### src/design/csplru_pkg.sv
package csplru_pkg;

    localparam int WAYS      = 4;
    localparam int TAG_BITS  = 20;
    localparam int DATA_BITS = 32;
    localparam int TTL_BITS  = 8;
    localparam int CFG_BITS  = 8;
    localparam int CMD_BITS  = 2;

    localparam logic [CMD_BITS-1:0] CMD_READ  = 2'd0;
    localparam logic [CMD_BITS-1:0] CMD_WRITE = 2'd1;
    localparam logic [CMD_BITS-1:0] CMD_TICK  = 2'd2;
    localparam logic [CMD_BITS-1:0] CMD_NOP   = 2'd3;

    typedef enum logic [2:0] {
        ST_IDLE,
        ST_TICK,
        ST_SCAN_RD,
        ST_SCAN_CMP,
        ST_FETCH,
        ST_UPDATE,
        ST_TOUCH,
        ST_DONE
    } state_t;

    typedef struct packed {
        logic valid;
        logic high;
    } way_flags_t;

    typedef struct packed {
        logic match;
        logic better;
    } unit_stat_t;

endpackage

### src/design/csplru_ifs.sv
interface csplru_req_if #(
    parameter int TAG_BITS  = csplru_pkg::TAG_BITS,
    parameter int DATA_BITS = csplru_pkg::DATA_BITS
);
    logic                          valid;
    logic                          ready;
    logic [csplru_pkg::CMD_BITS-1:0] cmd;
    logic [TAG_BITS-1:0]           tag;
    logic [DATA_BITS-1:0]          write_data;
    logic [DATA_BITS-1:0]          fill_data;

    modport source (output valid, cmd, tag, write_data, fill_data, input ready);
    modport sink   (input valid, cmd, tag, write_data, fill_data, output ready);
endinterface

interface csplru_rsp_if #(
    parameter int TAG_BITS  = csplru_pkg::TAG_BITS,
    parameter int DATA_BITS = csplru_pkg::DATA_BITS
);
    logic                 valid;
    logic                 ready;
    logic                 hit;
    logic [DATA_BITS-1:0] read_data;
    logic                 writeback_valid;
    logic [TAG_BITS-1:0]  writeback_tag;
    logic [DATA_BITS-1:0] writeback_data;

    modport source (output valid, hit, read_data, writeback_valid, writeback_tag,
                    writeback_data, input ready);
    modport sink   (input valid, hit, read_data, writeback_valid, writeback_tag,
                    writeback_data, output ready);
endinterface

interface csplru_cfg_if;
    logic                            valid;
    logic                            ready;
    logic [csplru_pkg::CFG_BITS-1:0] data;

    modport source (output valid, data, input ready);
    modport sink   (input valid, data, output ready);
endinterface

### src/design/csplru_ram.sv
module csplru_ram #(
    parameter int WIDTH = 8,
    parameter int DEPTH = 4
) (
    input  logic                 clk,
    input  logic                 we,
    input  logic [(DEPTH > 1 ? $clog2(DEPTH) : 1)-1:0] waddr,
    input  logic [WIDTH-1:0]     wdata,
    input  logic [(DEPTH > 1 ? $clog2(DEPTH) : 1)-1:0] raddr,
    output logic [WIDTH-1:0]     rdata
);

    logic [WIDTH-1:0] mem [DEPTH];

    always_ff @(posedge clk)
    begin
        if (we)
        begin
            mem[waddr] <= wdata;
        end
        rdata <= mem[raddr];
    end

endmodule

### src/design/csplru_way_unit.sv
module csplru_way_unit #(
    parameter int TAG_BITS  = csplru_pkg::TAG_BITS,
    parameter int TTL_BITS  = csplru_pkg::TTL_BITS,
    parameter int RANK_BITS = 3
) (
    input  csplru_pkg::way_flags_t flags,
    input  logic [TTL_BITS-1:0]    life,
    input  logic [RANK_BITS-1:0]   rank,
    input  logic [TAG_BITS-1:0]    way_tag,
    input  logic [TAG_BITS-1:0]    acc_tag,
    input  logic                   best_found,
    input  logic                   best_low,
    input  logic [RANK_BITS-1:0]   best_rank,
    input  logic [RANK_BITS-1:0]   w_rank,
    input  logic                   fresh,
    input  logic                   is_self,
    output csplru_pkg::unit_stat_t stat,
    output logic                   tick_high,
    output logic [TTL_BITS-1:0]    tick_life,
    output logic [RANK_BITS-1:0]   touch_rank
);

    logic low;

    assign low = !flags.high;

    always_comb
    begin
        stat.match  = flags.valid && (way_tag == acc_tag);
        // low priority beats high, then older rank wins, ties keep the earlier way
        stat.better = !best_found || (low && !best_low) ||
                      ((low == best_low) && (rank > best_rank));
    end

    always_comb
    begin
        tick_high = flags.high;
        tick_life = life;
        if (flags.valid && flags.high)
        begin
            if (life == '0)
            begin
                tick_high = 1'b0;
            end
            else
            begin
                tick_life = life - TTL_BITS'(1);
            end
        end
    end

    always_comb
    begin
        if (is_self)
        begin
            touch_rank = RANK_BITS'(1);
        end
        else if (flags.valid && (fresh || (rank < w_rank)))
        begin
            touch_rank = rank + RANK_BITS'(1);
        end
        else
        begin
            touch_rank = rank;
        end
    end

endmodule

### src/design/cache_set_priority_lru_top.sv
// One write-back, write-allocate cache set with two-priority LRU replacement. For a read or
// write, one pass over the ways compares the tags and picks the victim (each way is read from
// the registered tag/data RAM in ST_SCAN_RD and compared in ST_SCAN_CMP), ST_FETCH reads the
// chosen entry, ST_UPDATE writes it, a second pass re-ranks the ways, then ST_DONE offers the
// result until rsp.ready takes it and the set returns to idle. A tick makes one pass over the
// ways; command three goes straight to ST_DONE. All passes go through one shared way unit,
// and the set takes a new item only after the result of the last one has been taken.
// ttl_reload may be written at any time the set is idle.
module cache_set_priority_lru_top #(
    parameter int WAYS      = csplru_pkg::WAYS,
    parameter int TAG_BITS  = csplru_pkg::TAG_BITS,
    parameter int DATA_BITS = csplru_pkg::DATA_BITS,
    parameter int TTL_BITS  = csplru_pkg::TTL_BITS
) (
    input logic          clk,
    input logic          rst_n,
    csplru_req_if.sink   req,
    csplru_rsp_if.source rsp,
    csplru_cfg_if.sink   cfg
);

    localparam int IDX_BITS   = (WAYS > 1) ? $clog2(WAYS) : 1;
    localparam int RANK_BITS  = $clog2(WAYS + 1);
    localparam int ENTRY_BITS = TAG_BITS + DATA_BITS;
    localparam logic [IDX_BITS-1:0] LAST_IDX = IDX_BITS'(WAYS - 1);

    csplru_pkg::state_t state_reg, state_next;

    logic [IDX_BITS-1:0]             idx_reg, idx_next;
    logic [csplru_pkg::CMD_BITS-1:0] cmd_reg, cmd_next;
    logic [TAG_BITS-1:0]             tag_reg, tag_next;
    logic [DATA_BITS-1:0]            wdata_reg, wdata_next;
    logic [DATA_BITS-1:0]            fdata_reg, fdata_next;
    logic [TTL_BITS-1:0]             ttl_reg, ttl_next;

    logic [WAYS-1:0]      valid_reg, valid_next;
    logic [WAYS-1:0]      dirty_reg, dirty_next;
    logic [WAYS-1:0]      high_reg, high_next;
    logic [TTL_BITS-1:0]  life_reg [WAYS];
    logic [TTL_BITS-1:0]  life_next [WAYS];
    logic [RANK_BITS-1:0] rank_reg [WAYS];
    logic [RANK_BITS-1:0] rank_next [WAYS];

    logic                 hit_reg, hit_next;
    logic [IDX_BITS-1:0]  pos_reg, pos_next;
    logic [RANK_BITS-1:0] pos_rank_reg, pos_rank_next;
    logic                 vic_found_reg, vic_found_next;
    logic                 vic_inv_reg, vic_inv_next;
    logic                 vic_low_reg, vic_low_next;
    logic                 vic_dirty_reg, vic_dirty_next;
    logic [IDX_BITS-1:0]  vic_reg, vic_next;
    logic [RANK_BITS-1:0] vic_rank_reg, vic_rank_next;
    logic [IDX_BITS-1:0]  w_reg, w_next;
    logic [RANK_BITS-1:0] w_rank_reg, w_rank_next;
    logic                 fresh_reg, fresh_next;

    logic                 o_hit_reg, o_hit_next;
    logic [DATA_BITS-1:0] o_rdata_reg, o_rdata_next;
    logic                 o_wbv_reg, o_wbv_next;
    logic [TAG_BITS-1:0]  o_wbtag_reg, o_wbtag_next;
    logic [DATA_BITS-1:0] o_wbdata_reg, o_wbdata_next;

    logic                  ram_we;
    logic [IDX_BITS-1:0]   ram_waddr;
    logic [ENTRY_BITS-1:0] ram_wdata;
    logic [IDX_BITS-1:0]   ram_raddr;
    logic [ENTRY_BITS-1:0] ram_rdata;
    logic [TAG_BITS-1:0]   old_tag;
    logic [DATA_BITS-1:0]  old_block;

    csplru_pkg::way_flags_t cur_flags;
    csplru_pkg::unit_stat_t stat;
    logic                   tick_high;
    logic [TTL_BITS-1:0]    tick_life;
    logic [RANK_BITS-1:0]   touch_rank;
    logic [DATA_BITS-1:0]   new_block;
    logic [WAYS-1:0]        rank_one;

    // entry layout: tag above block
    csplru_ram #(
        .WIDTH (ENTRY_BITS),
        .DEPTH (WAYS)
    ) u_ram (
        .clk   (clk),
        .we    (ram_we),
        .waddr (ram_waddr),
        .wdata (ram_wdata),
        .raddr (ram_raddr),
        .rdata (ram_rdata)
    );

    assign old_tag   = ram_rdata[ENTRY_BITS-1:DATA_BITS];
    assign old_block = ram_rdata[DATA_BITS-1:0];

    always_comb
    begin
        cur_flags.valid = valid_reg[idx_reg];
        cur_flags.high  = high_reg[idx_reg];
    end

    csplru_way_unit #(
        .TAG_BITS  (TAG_BITS),
        .TTL_BITS  (TTL_BITS),
        .RANK_BITS (RANK_BITS)
    ) u_way_unit (
        .flags      (cur_flags),
        .life       (life_reg[idx_reg]),
        .rank       (rank_reg[idx_reg]),
        .way_tag    (old_tag),
        .acc_tag    (tag_reg),
        .best_found (vic_found_reg),
        .best_low   (vic_low_reg),
        .best_rank  (vic_rank_reg),
        .w_rank     (w_rank_reg),
        .fresh      (fresh_reg),
        .is_self    (idx_reg == w_reg),
        .stat       (stat),
        .tick_high  (tick_high),
        .tick_life  (tick_life),
        .touch_rank (touch_rank)
    );

    assign req.ready = (state_reg == csplru_pkg::ST_IDLE);
    assign cfg.ready = 1'b1;

    assign rsp.valid           = (state_reg == csplru_pkg::ST_DONE);
    assign rsp.hit             = o_hit_reg;
    assign rsp.read_data       = o_rdata_reg;
    assign rsp.writeback_valid = o_wbv_reg;
    assign rsp.writeback_tag   = o_wbtag_reg;
    assign rsp.writeback_data  = o_wbdata_reg;

    // next state
    always_comb
    begin
        state_next = state_reg;
        case (state_reg)
            csplru_pkg::ST_IDLE:
            begin
                if (req.valid)
                begin
                    if (req.cmd == csplru_pkg::CMD_TICK)
                    begin
                        state_next = csplru_pkg::ST_TICK;
                    end
                    else if (req.cmd == csplru_pkg::CMD_NOP)
                    begin
                        state_next = csplru_pkg::ST_DONE;
                    end
                    else
                    begin
                        state_next = csplru_pkg::ST_SCAN_RD;
                    end
                end
            end
            csplru_pkg::ST_TICK:
            begin
                if (idx_reg == LAST_IDX)
                begin
                    state_next = csplru_pkg::ST_DONE;
                end
            end
            csplru_pkg::ST_SCAN_RD:
            begin
                state_next = csplru_pkg::ST_SCAN_CMP;
            end
            csplru_pkg::ST_SCAN_CMP:
            begin
                if (idx_reg == LAST_IDX)
                begin
                    state_next = csplru_pkg::ST_FETCH;
                end
                else
                begin
                    state_next = csplru_pkg::ST_SCAN_RD;
                end
            end
            csplru_pkg::ST_FETCH:
            begin
                state_next = csplru_pkg::ST_UPDATE;
            end
            csplru_pkg::ST_UPDATE:
            begin
                state_next = csplru_pkg::ST_TOUCH;
            end
            csplru_pkg::ST_TOUCH:
            begin
                if (idx_reg == LAST_IDX)
                begin
                    state_next = csplru_pkg::ST_DONE;
                end
            end
            csplru_pkg::ST_DONE:
            begin
                if (rsp.ready)
                begin
                    state_next = csplru_pkg::ST_IDLE;
                end
            end
            default:
            begin
                state_next = csplru_pkg::ST_IDLE;
            end
        endcase
    end

    assign new_block = (cmd_reg == csplru_pkg::CMD_WRITE) ? wdata_reg :
                       (hit_reg ? old_block : fdata_reg);

    // datapath and outputs
    always_comb
    begin
        idx_next       = idx_reg;
        cmd_next       = cmd_reg;
        tag_next       = tag_reg;
        wdata_next     = wdata_reg;
        fdata_next     = fdata_reg;
        ttl_next       = ttl_reg;
        valid_next     = valid_reg;
        dirty_next     = dirty_reg;
        high_next      = high_reg;
        life_next      = life_reg;
        rank_next      = rank_reg;
        hit_next       = hit_reg;
        pos_next       = pos_reg;
        pos_rank_next  = pos_rank_reg;
        vic_found_next = vic_found_reg;
        vic_inv_next   = vic_inv_reg;
        vic_low_next   = vic_low_reg;
        vic_dirty_next = vic_dirty_reg;
        vic_next       = vic_reg;
        vic_rank_next  = vic_rank_reg;
        w_next         = w_reg;
        w_rank_next    = w_rank_reg;
        fresh_next     = fresh_reg;
        o_hit_next     = o_hit_reg;
        o_rdata_next   = o_rdata_reg;
        o_wbv_next     = o_wbv_reg;
        o_wbtag_next   = o_wbtag_reg;
        o_wbdata_next  = o_wbdata_reg;
        ram_we         = 1'b0;
        ram_waddr      = w_reg;
        ram_wdata      = {tag_reg, new_block};
        ram_raddr      = idx_reg;

        if (cfg.valid)
        begin
            ttl_next = TTL_BITS'(cfg.data);
        end

        case (state_reg)
            csplru_pkg::ST_IDLE:
            begin
                if (req.valid)
                begin
                    cmd_next       = req.cmd;
                    tag_next       = req.tag;
                    wdata_next     = req.write_data;
                    fdata_next     = req.fill_data;
                    idx_next       = '0;
                    hit_next       = 1'b0;
                    vic_found_next = 1'b0;
                    vic_inv_next   = 1'b0;
                    o_hit_next     = 1'b0;
                    o_rdata_next   = '0;
                    o_wbv_next     = 1'b0;
                    o_wbtag_next   = '0;
                    o_wbdata_next  = '0;
                end
            end
            csplru_pkg::ST_TICK:
            begin
                high_next[idx_reg] = tick_high;
                life_next[idx_reg] = tick_life;
                idx_next           = idx_reg + IDX_BITS'(1);
            end
            csplru_pkg::ST_SCAN_RD:
            begin
                ram_raddr = idx_reg;
            end
            csplru_pkg::ST_SCAN_CMP:
            begin
                // a later matching way overrides an earlier one
                if (stat.match)
                begin
                    hit_next      = 1'b1;
                    pos_next      = idx_reg;
                    pos_rank_next = rank_reg[idx_reg];
                end
                if (!vic_inv_reg)
                begin
                    if (!valid_reg[idx_reg])
                    begin
                        vic_inv_next   = 1'b1;
                        vic_found_next = 1'b1;
                        vic_next       = idx_reg;
                        vic_dirty_next = 1'b0;
                    end
                    else if (stat.better)
                    begin
                        vic_found_next = 1'b1;
                        vic_next       = idx_reg;
                        vic_low_next   = !high_reg[idx_reg];
                        vic_rank_next  = rank_reg[idx_reg];
                        vic_dirty_next = dirty_reg[idx_reg];
                    end
                end
                idx_next = idx_reg + IDX_BITS'(1);
            end
            csplru_pkg::ST_FETCH:
            begin
                ram_raddr   = hit_reg ? pos_reg : vic_reg;
                w_next      = hit_reg ? pos_reg : vic_reg;
                w_rank_next = hit_reg ? pos_rank_reg : vic_rank_reg;
                fresh_next  = !hit_reg && vic_inv_reg;
                idx_next    = '0;
            end
            csplru_pkg::ST_UPDATE:
            begin
                ram_we     = (cmd_reg == csplru_pkg::CMD_WRITE) || !hit_reg;
                o_hit_next = hit_reg;
                if (cmd_reg == csplru_pkg::CMD_READ)
                begin
                    o_rdata_next = new_block;
                end
                if (hit_reg)
                begin
                    high_next[w_reg] = 1'b1;
                    life_next[w_reg] = ttl_reg;
                    if (cmd_reg == csplru_pkg::CMD_WRITE)
                    begin
                        dirty_next[w_reg] = 1'b1;
                    end
                end
                else
                begin
                    if (!vic_inv_reg && vic_dirty_reg)
                    begin
                        o_wbv_next    = 1'b1;
                        o_wbtag_next  = old_tag;
                        o_wbdata_next = old_block;
                    end
                    valid_next[w_reg] = 1'b1;
                    high_next[w_reg]  = 1'b0;
                    life_next[w_reg]  = '0;
                    dirty_next[w_reg] = (cmd_reg == csplru_pkg::CMD_WRITE);
                end
            end
            csplru_pkg::ST_TOUCH:
            begin
                rank_next[idx_reg] = touch_rank;
                idx_next           = idx_reg + IDX_BITS'(1);
            end
            csplru_pkg::ST_DONE:
            begin
                idx_next = idx_reg;
            end
            default:
            begin
                idx_next = '0;
            end
        endcase
    end

    always_ff @(posedge clk or negedge rst_n)
    begin
        if (!rst_n)
        begin
            state_reg <= csplru_pkg::ST_IDLE;
            ttl_reg   <= '0;
            valid_reg <= '0;
            dirty_reg <= '0;
            high_reg  <= '0;
            for (int i = 0; i < WAYS; i++)
            begin
                life_reg[i] <= '0;
                rank_reg[i] <= '0;
            end
        end
        else
        begin
            state_reg <= state_next;
            ttl_reg   <= ttl_next;
            valid_reg <= valid_next;
            dirty_reg <= dirty_next;
            high_reg  <= high_next;
            life_reg  <= life_next;
            rank_reg  <= rank_next;
        end
    end

    always_ff @(posedge clk)
    begin
        idx_reg       <= idx_next;
        cmd_reg       <= cmd_next;
        tag_reg       <= tag_next;
        wdata_reg     <= wdata_next;
        fdata_reg     <= fdata_next;
        hit_reg       <= hit_next;
        pos_reg       <= pos_next;
        pos_rank_reg  <= pos_rank_next;
        vic_found_reg <= vic_found_next;
        vic_inv_reg   <= vic_inv_next;
        vic_low_reg   <= vic_low_next;
        vic_dirty_reg <= vic_dirty_next;
        vic_reg       <= vic_next;
        vic_rank_reg  <= vic_rank_next;
        w_reg         <= w_next;
        w_rank_reg    <= w_rank_next;
        fresh_reg     <= fresh_next;
        o_hit_reg     <= o_hit_next;
        o_rdata_reg   <= o_rdata_next;
        o_wbv_reg     <= o_wbv_next;
        o_wbtag_reg   <= o_wbtag_next;
        o_wbdata_reg  <= o_wbdata_next;
    end

    always_comb
    begin
        for (int i = 0; i < WAYS; i++)
        begin
            rank_one[i] = valid_reg[i] && (rank_reg[i] == RANK_BITS'(1));
        end
    end

    // at most one valid way is most recent between items
    a_one_mru: assert property (@(posedge clk) disable iff (!rst_n)
        (state_reg == csplru_pkg::ST_IDLE) |-> $onehot0(rank_one))
        else $error("more than one most recent way");

    a_hit_no_wb: assert property (@(posedge clk) disable iff (!rst_n)
        rsp.valid |-> !(rsp.hit && rsp.writeback_valid))
        else $error("writeback on a hit");

    a_tick_quiet: assert property (@(posedge clk) disable iff (!rst_n)
        (rsp.valid && (cmd_reg == csplru_pkg::CMD_TICK || cmd_reg == csplru_pkg::CMD_NOP))
        |-> (!rsp.hit && !rsp.writeback_valid && rsp.read_data == '0))
        else $error("tick or no-op item gave a nonzero result");

    a_busy_after_accept: assert property (@(posedge clk) disable iff (!rst_n)
        (req.valid && req.ready) |=> !req.ready)
        else $error("item accepted while busy");

endmodule

### src/flat_wrapper.sv
// flat-port wrapper written by rule: the top's interface ports become plain ports
module cache_set_priority_lru_top_flat 
#(
    parameter int WAYS      = csplru_pkg::WAYS,
    parameter int TAG_BITS  = csplru_pkg::TAG_BITS,
    parameter int DATA_BITS = csplru_pkg::DATA_BITS,
    parameter int TTL_BITS  = csplru_pkg::TTL_BITS
)
  (clk, rst_n, req_valid, req_cmd, req_tag, req_write_data, req_fill_data, req_ready, rsp_valid, rsp_hit, rsp_read_data, rsp_writeback_valid, rsp_writeback_tag, rsp_writeback_data, rsp_ready, cfg_valid, cfg_data, cfg_ready);
  csplru_req_if #(.TAG_BITS(TAG_BITS), .DATA_BITS(DATA_BITS)) req_i ();
  csplru_rsp_if #(.TAG_BITS(TAG_BITS), .DATA_BITS(DATA_BITS)) rsp_i ();
  csplru_cfg_if cfg_i ();
  input logic clk;
  input logic rst_n;
  input wire logic [$bits(req_i.valid)-1:0] req_valid;
  input wire logic [$bits(req_i.cmd)-1:0] req_cmd;
  input wire logic [$bits(req_i.tag)-1:0] req_tag;
  input wire logic [$bits(req_i.write_data)-1:0] req_write_data;
  input wire logic [$bits(req_i.fill_data)-1:0] req_fill_data;
  output wire logic [$bits(req_i.ready)-1:0] req_ready;
  output wire logic [$bits(rsp_i.valid)-1:0] rsp_valid;
  output wire logic [$bits(rsp_i.hit)-1:0] rsp_hit;
  output wire logic [$bits(rsp_i.read_data)-1:0] rsp_read_data;
  output wire logic [$bits(rsp_i.writeback_valid)-1:0] rsp_writeback_valid;
  output wire logic [$bits(rsp_i.writeback_tag)-1:0] rsp_writeback_tag;
  output wire logic [$bits(rsp_i.writeback_data)-1:0] rsp_writeback_data;
  input wire logic [$bits(rsp_i.ready)-1:0] rsp_ready;
  input wire logic [$bits(cfg_i.valid)-1:0] cfg_valid;
  input wire logic [$bits(cfg_i.data)-1:0] cfg_data;
  output wire logic [$bits(cfg_i.ready)-1:0] cfg_ready;
  assign req_i.valid = req_valid;
  assign req_i.cmd = req_cmd;
  assign req_i.tag = req_tag;
  assign req_i.write_data = req_write_data;
  assign req_i.fill_data = req_fill_data;
  assign req_ready = req_i.ready;
  assign rsp_valid = rsp_i.valid;
  assign rsp_hit = rsp_i.hit;
  assign rsp_read_data = rsp_i.read_data;
  assign rsp_writeback_valid = rsp_i.writeback_valid;
  assign rsp_writeback_tag = rsp_i.writeback_tag;
  assign rsp_writeback_data = rsp_i.writeback_data;
  assign rsp_i.ready = rsp_ready;
  assign cfg_i.valid = cfg_valid;
  assign cfg_i.data = cfg_data;
  assign cfg_ready = cfg_i.ready;
  cache_set_priority_lru_top #(.WAYS(WAYS), .TAG_BITS(TAG_BITS), .DATA_BITS(DATA_BITS), .TTL_BITS(TTL_BITS)) u_core (.clk(clk), .rst_n(rst_n), .req(req_i), .rsp(rsp_i), .cfg(cfg_i));
endmodule
### config.mk
export PLATFORM = sky130hd
export DESIGN_NAME = cache_set_priority_lru_top_flat
export DESIGN_NICKNAME = d
export VERILOG_FILES = /design/src/design/csplru_pkg.sv /design/src/design/csplru_ifs.sv /design/src/design/csplru_ram.sv /design/src/design/csplru_way_unit.sv /design/src/design/cache_set_priority_lru_top.sv /design/src/flat_wrapper.sv
export SDC_FILE = /design/constraint.sdc
export NUM_CORES = 1
export LEC_CHECK = 0
export ABC_CLOCK_PERIOD_IN_PS = 7500
export BUFFER_PORTS_ARGS = -buffer_cell sky130_fd_sc_hd__buf_2
export CELL_PAD_IN_SITES_DETAIL_PLACEMENT = 1
export CELL_PAD_IN_SITES_GLOBAL_PLACEMENT = 2
export CORE_UTILIZATION = 47
export DETAILED_ROUTE_END_ITERATION = 6
export GPL_ROUTABILITY_DRIVEN = 0
export PLACE_DENSITY = 0.82
export SYNTH_ARGS = -nofsm -noshare
export SYNTH_HDL_FRONTEND = slang
export SYNTH_SLANG_ARGS = --single-unit
### constraint.sdc
create_clock -name clk -period 7.5 [get_ports clk]
set_clock_uncertainty 0.05 [all_clocks]
set_input_delay 1.125 -clock clk [delete_from_list [all_inputs] [get_ports clk]]
set_output_delay 1.125 -clock clk [all_outputs]
set_load 0.005 [all_outputs]
Word-level counts from Yosys, hierarchy flattened
Memories as Yosys holds them, arrays and structs flattened. A register that Yosys moved wholly into a read port is not among the register bits.
Index checks and enable logic that the tools add are counted.
{ "word_totals": {"elab_cells": 211, "regBits": 262, "inputBits": 99, "mem_count": 1, "out_inout_bits": 89, "ramBits": 208} }
{ "op_classes": {"eq_ne": 25, "bitwise_logic": 11, "magnitude_cmp": 10, "addsub": 3, "muxes": 83, "reduce_logical": 43} }
{ "mem_list": {"columns": ["memory", "depth", "width", "rd", "rd_ports_with_merged_regs", "write_ports", "line", "rtl"], "rows": [
  ["u_core.u_ram.mem", 4, 52, 1, 1, 1, "csplru_ram.sv:13", "logic [WIDTH-1:0] mem [DEPTH];"]
]} }
{ "ops": {"columns": ["cell", "n"], "rows": [
  ["2-to-1 mux 32 bit", 7],
  ["case mux 32 bit (2 select lines)", 3],
  ["bitwise mux 32 bit", 2],
  ["2-to-1 mux 20 bit", 3],
  ["2-to-1 mux 8 bit", 6],
  ["case mux 20 bit (2 select lines)", 1],
  ["2-to-1 mux 3 bit", 12],
  ["bitwise AND 32 bit", 1],
  ["demux 8 bit (select 2 bit)", 2],
  ["NOT 32 bit", 1],
  ["case mux 3 bit (7 select lines)", 1],
  ["== test 20 bit", 1],
  ["2-to-1 mux 1 bit", 20],
  ["binary-select mux 8 bit (select 2 bit)", 1],
  ["AND reduction 2 bit", 7],
  ["bitwise mux 12 bit", 1],
  ["== test 3 bit, second input constant", 4],
  ["2-to-1 mux 4 bit", 3],
  ["inequality test 2 x 1 -> 1 bit, second input constant", 6],
  ["bitwise OR 4 bit", 3],
  ["AND reduction 3 bit", 4],
  ["AND reduction 4 bit", 3],
  ["logical AND 1 bit", 11],
  ["2-to-1 mux 2 bit", 5],
  ["other kinds (38)", 67]
]} }

Depth between registers and ports, before layout
Gate-level depths: netlist of the first run.
{ "logic_depth": {"word_depth": 11, "depth_mapped": 10} }

Hierarchy
Synthesis of the first run repeated with hierarchy kept, for this count alone.
{ "unflattened": {"cells_unflattened": 1173, "hier_area_um2": 20169.3} }
{ "by_module_without_submodules": {"columns": ["module", "seq_area_each_um2", "area_each_um2", "cells_each", "n_inst"], "rows": [
  ["cache_set_priority_lru_top", 7532.2, 10792.9, 746, 1],
  ["csplru_ram", 7287.0, 8637.0, 328, 1],
  ["csplru_way_unit", 0.0, 739.5, 99, 1]
]} }

Least setup slack after synthesis of the first run
Ideal clock, no wire load.
{ "synth_path": {"path_type": "register to register", "start": "register u_core.state_reg[2]", "end": "memory u_core.u_ram.mem[1][0] (netlist name) (enable)", "slack_ns": 3.360, "t_arrival_ns": 3.628, "path_buffers": 2, "path_stages_with_launch": 7, "path_cell_list": "dfrtp_1 -> clkbuf_1 -> nand3b_1 -> inv_1 -> clkbuf_1 -> o21ai_0 -> nor2_1"} }
{ "synth_between": {"elab_chain_len": 4} }
{ "synth_lines": {"columns": ["element", "line", "rtl"], "rows": [
  ["start: declaration", "cache_set_priority_lru_top.sv:27", "csplru_pkg::state_t state_reg, state_next;"],
  ["start signal: assignment", "cache_set_priority_lru_top.sv:369", "state_reg <= csplru_pkg::ST_IDLE;"],
  ["start signal: assignment", "cache_set_priority_lru_top.sv:382", "state_reg <= state_next;"],
  ["== test 3 bit", "cache_set_priority_lru_top.sv:251", "case (state_reg)"],
  ["2-to-1 mux 1 bit", "cache_set_priority_lru_top.sv:251", null],
  ["2-to-1 mux 1 bit", "csplru_ram.sv:17", "if (we)"],
  ["2-to-1 mux 1 bit (implied by the code)", "csplru_ram.sv:19", "mem[waddr] <= wdata;"],
  ["end: declaration", "csplru_ram.sv:13", null]
]} }
No other way between the ends.

Final worst setup path of the first run
{ "layout_path": {"start": "register u_core.hit_reg", "end": "memory u_core.u_ram.mem[3][33] (netlist name) (enable)"} }
{ "layout_between": {"elab_chain_len": 5} }
{ "layout_lines": {"columns": ["element", "line", "rtl"], "rows": [
  ["start: declaration", "cache_set_priority_lru_top.sv:44", "logic hit_reg, hit_next;"],
  ["start signal: assignment", "cache_set_priority_lru_top.sv:399", "hit_reg <= hit_next;"],
  ["zero test 1 bit", "cache_set_priority_lru_top.sv:320", "ram_we = (cmd_reg == csplru_pkg::CMD_WRITE) || !hit_reg;"],
  ["logical OR 1 bit", "cache_set_priority_lru_top.sv:320", null],
  ["2-to-1 mux 1 bit", "cache_set_priority_lru_top.sv:251", null],
  ["2-to-1 mux 1 bit", "csplru_ram.sv:17", null],
  ["2-to-1 mux 1 bit (implied by the code)", "csplru_ram.sv:19", null]
]} }
No other way between the ends.

==> impl_metrics.yaml, run 1 <==
worst_setup_path:
  reg2reg_depth: 5
  crit_path_end: "u_core.u_ram.mem[3][33]$_DFFE_PP_"
  rrSetupSlack_ns: 3.51
  cp-end-kind: "flop"
  worstReg2RegEnd: "u_core.u_ram.mem[3][33]$_DFFE_PP_"
  crit_fanout: 58
  arrival_ns: 4.17
  path_class: "reg2reg"
  r2r_start: "u_core.hit_reg$_DFFE_PP_"
  crit_path_start_kind: "flop"
  cp-startpoint: "u_core.hit_reg$_DFFE_PP_"
  cp.required_ns: 7.69
clock_tree:
  cts_hold_buf: 0
  root_buffer: "clkbuf_16"
  clkTransAtPathRegs_ns: 0.06
  clockBufferDepth: 3
  cts_resized: 0
  cts_tree: "done"
  clkSinkCount: 522
  clk_latency_ns: 0.61
  tritoncts.num_buffers: 52
  htreeDepth: 2
  cts_setup_buffers: 0
die:
  placeableCoreArea_um2: 42100
  fp-row-count: 75
  die_h_um: 209
  start_util: 0.479
  dieArea_um2: 43800
  die_w_um: 209
  ios: 188
sta:
  post-route-period-util: 0.531
  slew_violations: 0
  fmax_mhz: 251
  fin_setup_tns_ns: 0
  rsz0062_at_grt: "no"
  maxSlewHeadroom: 0.220
  hold_viol_final: 0
  setup-violations-final: 0
  period_minus_slack_ns: 3.99
  tightest_slew_ns: 1.16
cells_and_area:
  final_nets: 1534
  layout_commonest_cell: "edfxtp_1"
  fillCellCount: 3933
  mostFrequentLayoutCells: "403 x edfxtp_1, 186 x buf_2, 88 x and2_1, 84 x nand2_1, 73 x o21ai_0"
  stdcell_area_um2: 23500
  regMostFlops: "u_core.u_ram.mem"
  area_delta_synth_final_pct: 16.2
  reg.largest.list: "u_core.u_ram.mem: 208 flops, u_core.u_ram.rdata: 52 flops"
  largest_reg_flops: 208
  layout-drive-gt1-share: 0.254
  diodes: 0
logic_synthesis:
  synth_seq_cells: 522
  syn_inst: 1217
  seq_area_frac_synth: 0.734
  synth_edf_count: 403
  syn_nets: 1329
  yosys_warnings: 0
  synth-main-ff-cell: "edfxtp_1"
  netlist_area_um2: 20200
  synth.avg_cell_area_um2: 16.6
  yosysTopAreaCellShare: 0.599
  async_flop_share: 0.128
  synth_top_cell_by_area: "edfxtp_1"
  synth_cell_type_count: 70
  synthTopCellsByArea: "edfxtp_1 60%, dfrtp_1 8.3%, mux4_2 6.2%"
power_and_ir_drop:
  peakVddDrop_mv: 0.220
  p_per_area_nw_per_um2: 384
  total_power_uw: 9000
  p_leak_uw: 0.00861
detailed_routing:
  post_drt_wl_per_cell_um: 24.0
  drt_wl_total_um: 48100
  ant_nets: 0
  first_pass_iters: 5
  vias: 11338
  first_iter_violations: 774
  routed_via_density: 5.65
  drc_errors: 0
grt:
  gr-usage-met2: 0.374
  antenna_found_initial: 2
  grt_pass1_wl_um: 74200
  grt_max_degree: 70
  grt.busiest_layer: "met2"
  first_global_vias: 12302
  grt_use_met1: 0.307
  met3_usage: 0.0353
  grtUsageTotal: 0.226
  grt.overflow.total: 0
place:
  io_buffers: 186
  dp_hpwl_um: 30100
  place_area_um2: 21800
min_path:
  hp-class: "reg2reg"
  min_from: "u_core.valid_reg[3]$_DFFE_PN0P_"
status:
  status: "complete, no violations"
run:
  drv_cap: 0
==> where the power goes <==
part	switching, uW	total (uW)	internal [uW]	leakage (uW)
sequential	307	4030	3730	0.00493
clock	1120	2590	1470	0.000839
combinational	1390	2380	986	0.00285
==> layout make-up <==
cell class              count  area [um^2]  share of cell area
well taps                 539          674              0.0287
flip-flops and latches    522        14800               0.632
repair buffers            202         1050              0.0448
multi-input cells         621         5120               0.218
clock buffers              67         1410              0.0600
inverters                  23         88.8             0.00379
clock inverters            31          300              0.0128
==> metrics by stage <==
| stage | instances | setup WS (ns) | utilization | hold slack [ns] |
|---|---|---|---|---|
| 4_1_cts | 2005 | 3.52 | 0.557 | 0.424 |
| 3_5_place_dp | 1907 | 3.56 | 0.516 | 0.403 |
| 5_1_grt | 2005 | 3.28 | 0.557 | 0.449 |
| 2_1_floorplan | 1217 | 3.36 | - | 0.375 |
| 6_report | 2005 | 3.51 | 0.557 | 0.422 |
| 3_3_place_gp | 1907 | 3.66 | 0.516 | 0.396 |
==> cells in the mapped netlist (all sizes together) (2+ instances only) <==
master and number:
nand2b 10, nor4 5, or2 3, dfrtp 67
a21oi 27, o22a 2, nor2b 12, nand3 15
nor3b 3, clkbuf 35, mux2i 36, and3b 2
a21boi 2, nand3b 2, a211oi 2, o21a 2
and4 2, buf 16, xor2 13, edfxtp 403
xnor2 14, a31oi 4, and2 89, o21ai 84
mux4 66, o31ai 6, and3 3, nor3 6
a22oi 25, o31a 2, ha 13, o22ai 5
a22o 5, o211ai 2, inv 23, a21o 4
mux2 13, nand4 4, nor2 37, nand2 85
dfxtp 52
==> worst min path at each step <==
stage / depth (start not counted) / to
2_1_floorplan: 1 / u_core.valid_reg[1]$_DFFE_PN0P_
3_3_place_gp: 1 / u_core.valid_reg[3]$_DFFE_PN0P_
3_5_place_dp: 1 / u_core.valid_reg[3]$_DFFE_PN0P_
4_1_cts: 1 / u_core.valid_reg[3]$_DFFE_PN0P_
5_1_grt: 2 / u_core.rank_reg[5]$_DFFE_PN0P_
6_report: 1 / u_core.valid_reg[3]$_DFFE_PN0P_
==> logic make-up (layout without fill, tap and decap cells) <==
family                     count (synthesis)  after routing  share of synthesized area
DFF                                      522            522                      0.734
and+or+nand+nor                          281            281                     0.0730
AOI/OAI and AO/OA                        184            184                     0.0565
muxes                                    115            115                      0.101
buffers and inverters                     74            323                     0.0159
xor gates and xnor gates                  27             27                     0.0117
adders and majority gates                 13             13                    0.00806
other                                      1              1                   0.000186
==> routing by layer <==
metal | share of wire | vias to the layer above
met5 | 0.00064 | -
met4 | 0.025 | 4
met3 | 0.048 | 80
met2 | 0.50 | 325
met1 | 0.43 | 5882
li1 | - | 5047
==> worst max-delay path, cell delays in order, from the launching register on <==
cell and delay, ns:
edfxtp_1 1.00, buf_4 0.79, inv_1 0.26, o21ai_0 0.97, nor2_4 0.05, buf_4 0.42
Power figures use the tool's default switching activity.
==> inputs of run 2 (changes only) <==
--- a/config.mk
+++ b/config.mk
@@ -5,14 +5,14 @@
 export SDC_FILE = /design/constraint.sdc
 export NUM_CORES = 1
 export LEC_CHECK = 0
-export ABC_CLOCK_PERIOD_IN_PS = 7500
+export ABC_CLOCK_PERIOD_IN_PS = 4000
 export BUFFER_PORTS_ARGS = -buffer_cell sky130_fd_sc_hd__buf_2
 export CELL_PAD_IN_SITES_DETAIL_PLACEMENT = 1
 export CELL_PAD_IN_SITES_GLOBAL_PLACEMENT = 2
-export CORE_UTILIZATION = 47
+export CORE_UTILIZATION = 44
 export DETAILED_ROUTE_END_ITERATION = 6
 export GPL_ROUTABILITY_DRIVEN = 0
-export PLACE_DENSITY = 0.82
+export PLACE_DENSITY = 0.78
 export SYNTH_ARGS = -nofsm -noshare
 export SYNTH_HDL_FRONTEND = slang
 export SYNTH_SLANG_ARGS = --single-unit
==> constraint.sdc (replaced) <==
create_clock -name clk -period 4 [get_ports clk]
set_clock_uncertainty 0.05 [all_clocks]
set_input_delay 0.6 -clock clk [delete_from_list [all_inputs] [get_ports clk]]
set_output_delay 0.6 -clock clk [all_outputs]
set_load 0.005 [all_outputs]
==> run 2 against run 1 <==
Effect of this change:
- critical endpoint is now u_core.vic_low_reg$_DFFE_PP_
- sequential cell count did not move
- non-clock buffer count rose by 10
- die area rose by 6.7%
- utilization fell by 3.0 points
- worst hold slack got worse by 0.30 ns
- clock power rose by 100%
==> impl_metrics.yaml, run 2 (synthesized netlist as in run 1, its figures left out) <==
sta:
  fmax_mhz: 318
  rsz0062_at_grt: "no"
  slew_violations: 0
  worst_slack_ns: 0.855
  maxSlewHeadroom: 0.261
  tightest_slew_ns: 1.11
  hold_viol_final: 0
  post-route-period-util: 0.786
  fin_setup_tns_ns: 0
  setup-violations-final: 0
  period_minus_slack_ns: 3.15
cells_and_area:
  fillCellCount: 4310
  largest_reg_flops: 208
  final_nets: 1545
  area_delta_synth_final_pct: 18.1
  layout-drive-gt1-share: 0.263
  mostFrequentLayoutCells: "403 x edfxtp_1, 186 x buf_2, 88 x and2_1, 84 x nand2_1, 73 x o21ai_0"
  regMostFlops: "u_core.u_ram.mem"
  layout_commonest_cell: "edfxtp_1"
  reg.largest.list: "u_core.u_ram.mem: 208 flops, u_core.u_ram.rdata: 52 flops"
clock_tree:
  clockBufferDepth: 3
  cts_tree: "done"
  cts_resized: 0
  clkSinkCount: 522
  tritoncts.num_buffers: 53
  htreeDepth: 2
  clk_latency_ns: 0.60
  root_buffer: "clkbuf_16"
  clkTransAtPathRegs_ns: 0.06
detailed_routing:
  routed_via_density: 5.40
  first_pass_iters: 5
  ant_nets: 0
  drt_wl_total_um: 48400
  post_drt_wl_per_cell_um: 23.3
  first_iter_violations: 824
  drc_errors: 0
  vias: 11223
worst_setup_path:
  path_class: "reg2reg"
  r2r_start: "u_core.idx_reg[0]$_SDFFCE_PN0P_"
  crit_path_end: "u_core.vic_low_reg$_DFFE_PP_"
  arrival_ns: 3.31
  reg2reg_depth: 9
  crit_path_start_kind: "flop"
  worstReg2RegEnd: "u_core.vic_low_reg$_DFFE_PP_"
  crit_fanout: 19
  cp-end-kind: "flop"
  rrSetupSlack_ns: 0.85
  cp-startpoint: "u_core.idx_reg[0]$_SDFFCE_PN0P_"
  cp.required_ns: 4.17
place:
  io_buffers: 186
  dp_slack_ns: 0.841
  dp_hpwl_um: 30700
run:
  drv_cap: 0
power_and_ir_drop:
  peakVddDrop_mv: 0.387
  switching_share: 0.304
  total_power_uw: 17400
  seqPwrFrac: 0.436
  power_switching_uw: 5280
  comb_power_share: 0.259
  intPower_uw: 12100
  p_per_area_nw_per_um2: 729
  p_leak_uw: 0.00875
  p_clk_frac: 0.305
grt:
  grt_max_degree: 92
  grt.overflow.total: 0
  grt_pass1_wl_um: 74900
  first_global_vias: 12226
  grtUsageTotal: 0.212
  antenna_found_initial: 3
die:
  ios: 188
  dieArea_um2: 46700
  die_w_um: 216
  fp-row-count: 78
  start_util: 0.446
  placeableCoreArea_um2: 45300
  die_h_um: 216
status:
  status: "complete, no violations"
min_path:
  hp-class: "in2reg"
-- run 2: power by group through the flow --
stage	registers [uW]	clock network (uW)	logic (uW)
global route	7670	5590	4970
detailed placement	7670	0	4550
global placement	7660	0	4420
finish	7570	5300	4500
CTS	7580	5400	4580
floorplan	7400	0	3260
-- run 2: metal layers --
metal,GRT usage,share of wire
met5,0,0.0011
met4,0.0587,0.016
met3,0.0305,0.036
met2,0.360,0.51
met1,0.287,0.44
-- run 2: worst min-delay path by stage --
stage | startpoint | to | slack (ns) | depth (start not counted)
after global routing | req_write_data[27] | u_core.wdata_reg[27]$_DFFE_PP_ | 0.09 | 1
after detailed placement | u_core.valid_reg[0]$_DFFE_PN0P_ | u_core.valid_reg[0]$_DFFE_PN0P_ | 0.40 | 1
after CTS | req_fill_data[28] | u_core.fdata_reg[28]$_DFFE_PP_ | 0.08 | 1
after floorplan | rst_n | asynchronous set/reset pin | 0.25 | 0
after global placement | u_core.valid_reg[0]$_DFFE_PN0P_ | u_core.valid_reg[0]$_DFFE_PN0P_ | 0.40 | 1
final | req_write_data[5] | u_core.wdata_reg[5]$_DFFE_PP_ | 0.12 | 1
-- run 2: per-stage QoR --
step | hold slack (ns) | util | instances | area, um^2
final | 0.124 | 0.526 | 2078 | 23800
after global routing | 0.0927 | 0.526 | 2077 | 23800
after CTS | 0.0819 | 0.526 | 2077 | 23800
after detailed placement | 0.404 | 0.484 | 1977 | 21900
after global placement | 0.398 | 0.484 | 1977 | 21900
after floorplan | 0.254 | - | 1217 | 20200
-- run 2: final cells by class --
class,count,area (um^2),share of cell area
sequential,522,14800,0.622
timing repair buffer,212,1170,0.0489
clock inverter,29,412,0.0173
antenna,1,2.50,0.000105
multi-input combinational,621,5120,0.215
tap,600,751,0.0315
clock buffer,70,1480,0.0621
inverter,23,88.8,0.00373
-- run 2: worst max-delay path: stages, from the launching register on --
cell and delay [ns]:
edfxtp_1 0.39, buf_4 0.35, mux4_2 0.65, inv_1 0.09, ha_1 0.22, nand3_1 0.08
nand2_1 0.06, a21oi_1 0.17, nor3b_1 0.08, nor4_1 0.64
-- run 2: what timing repair did --
action / 4_1_cts / 5_1_grt
buffers inserted: 0 / 0
hold buffers: 1 / 0
hold endpoints to repair: 12 / 0
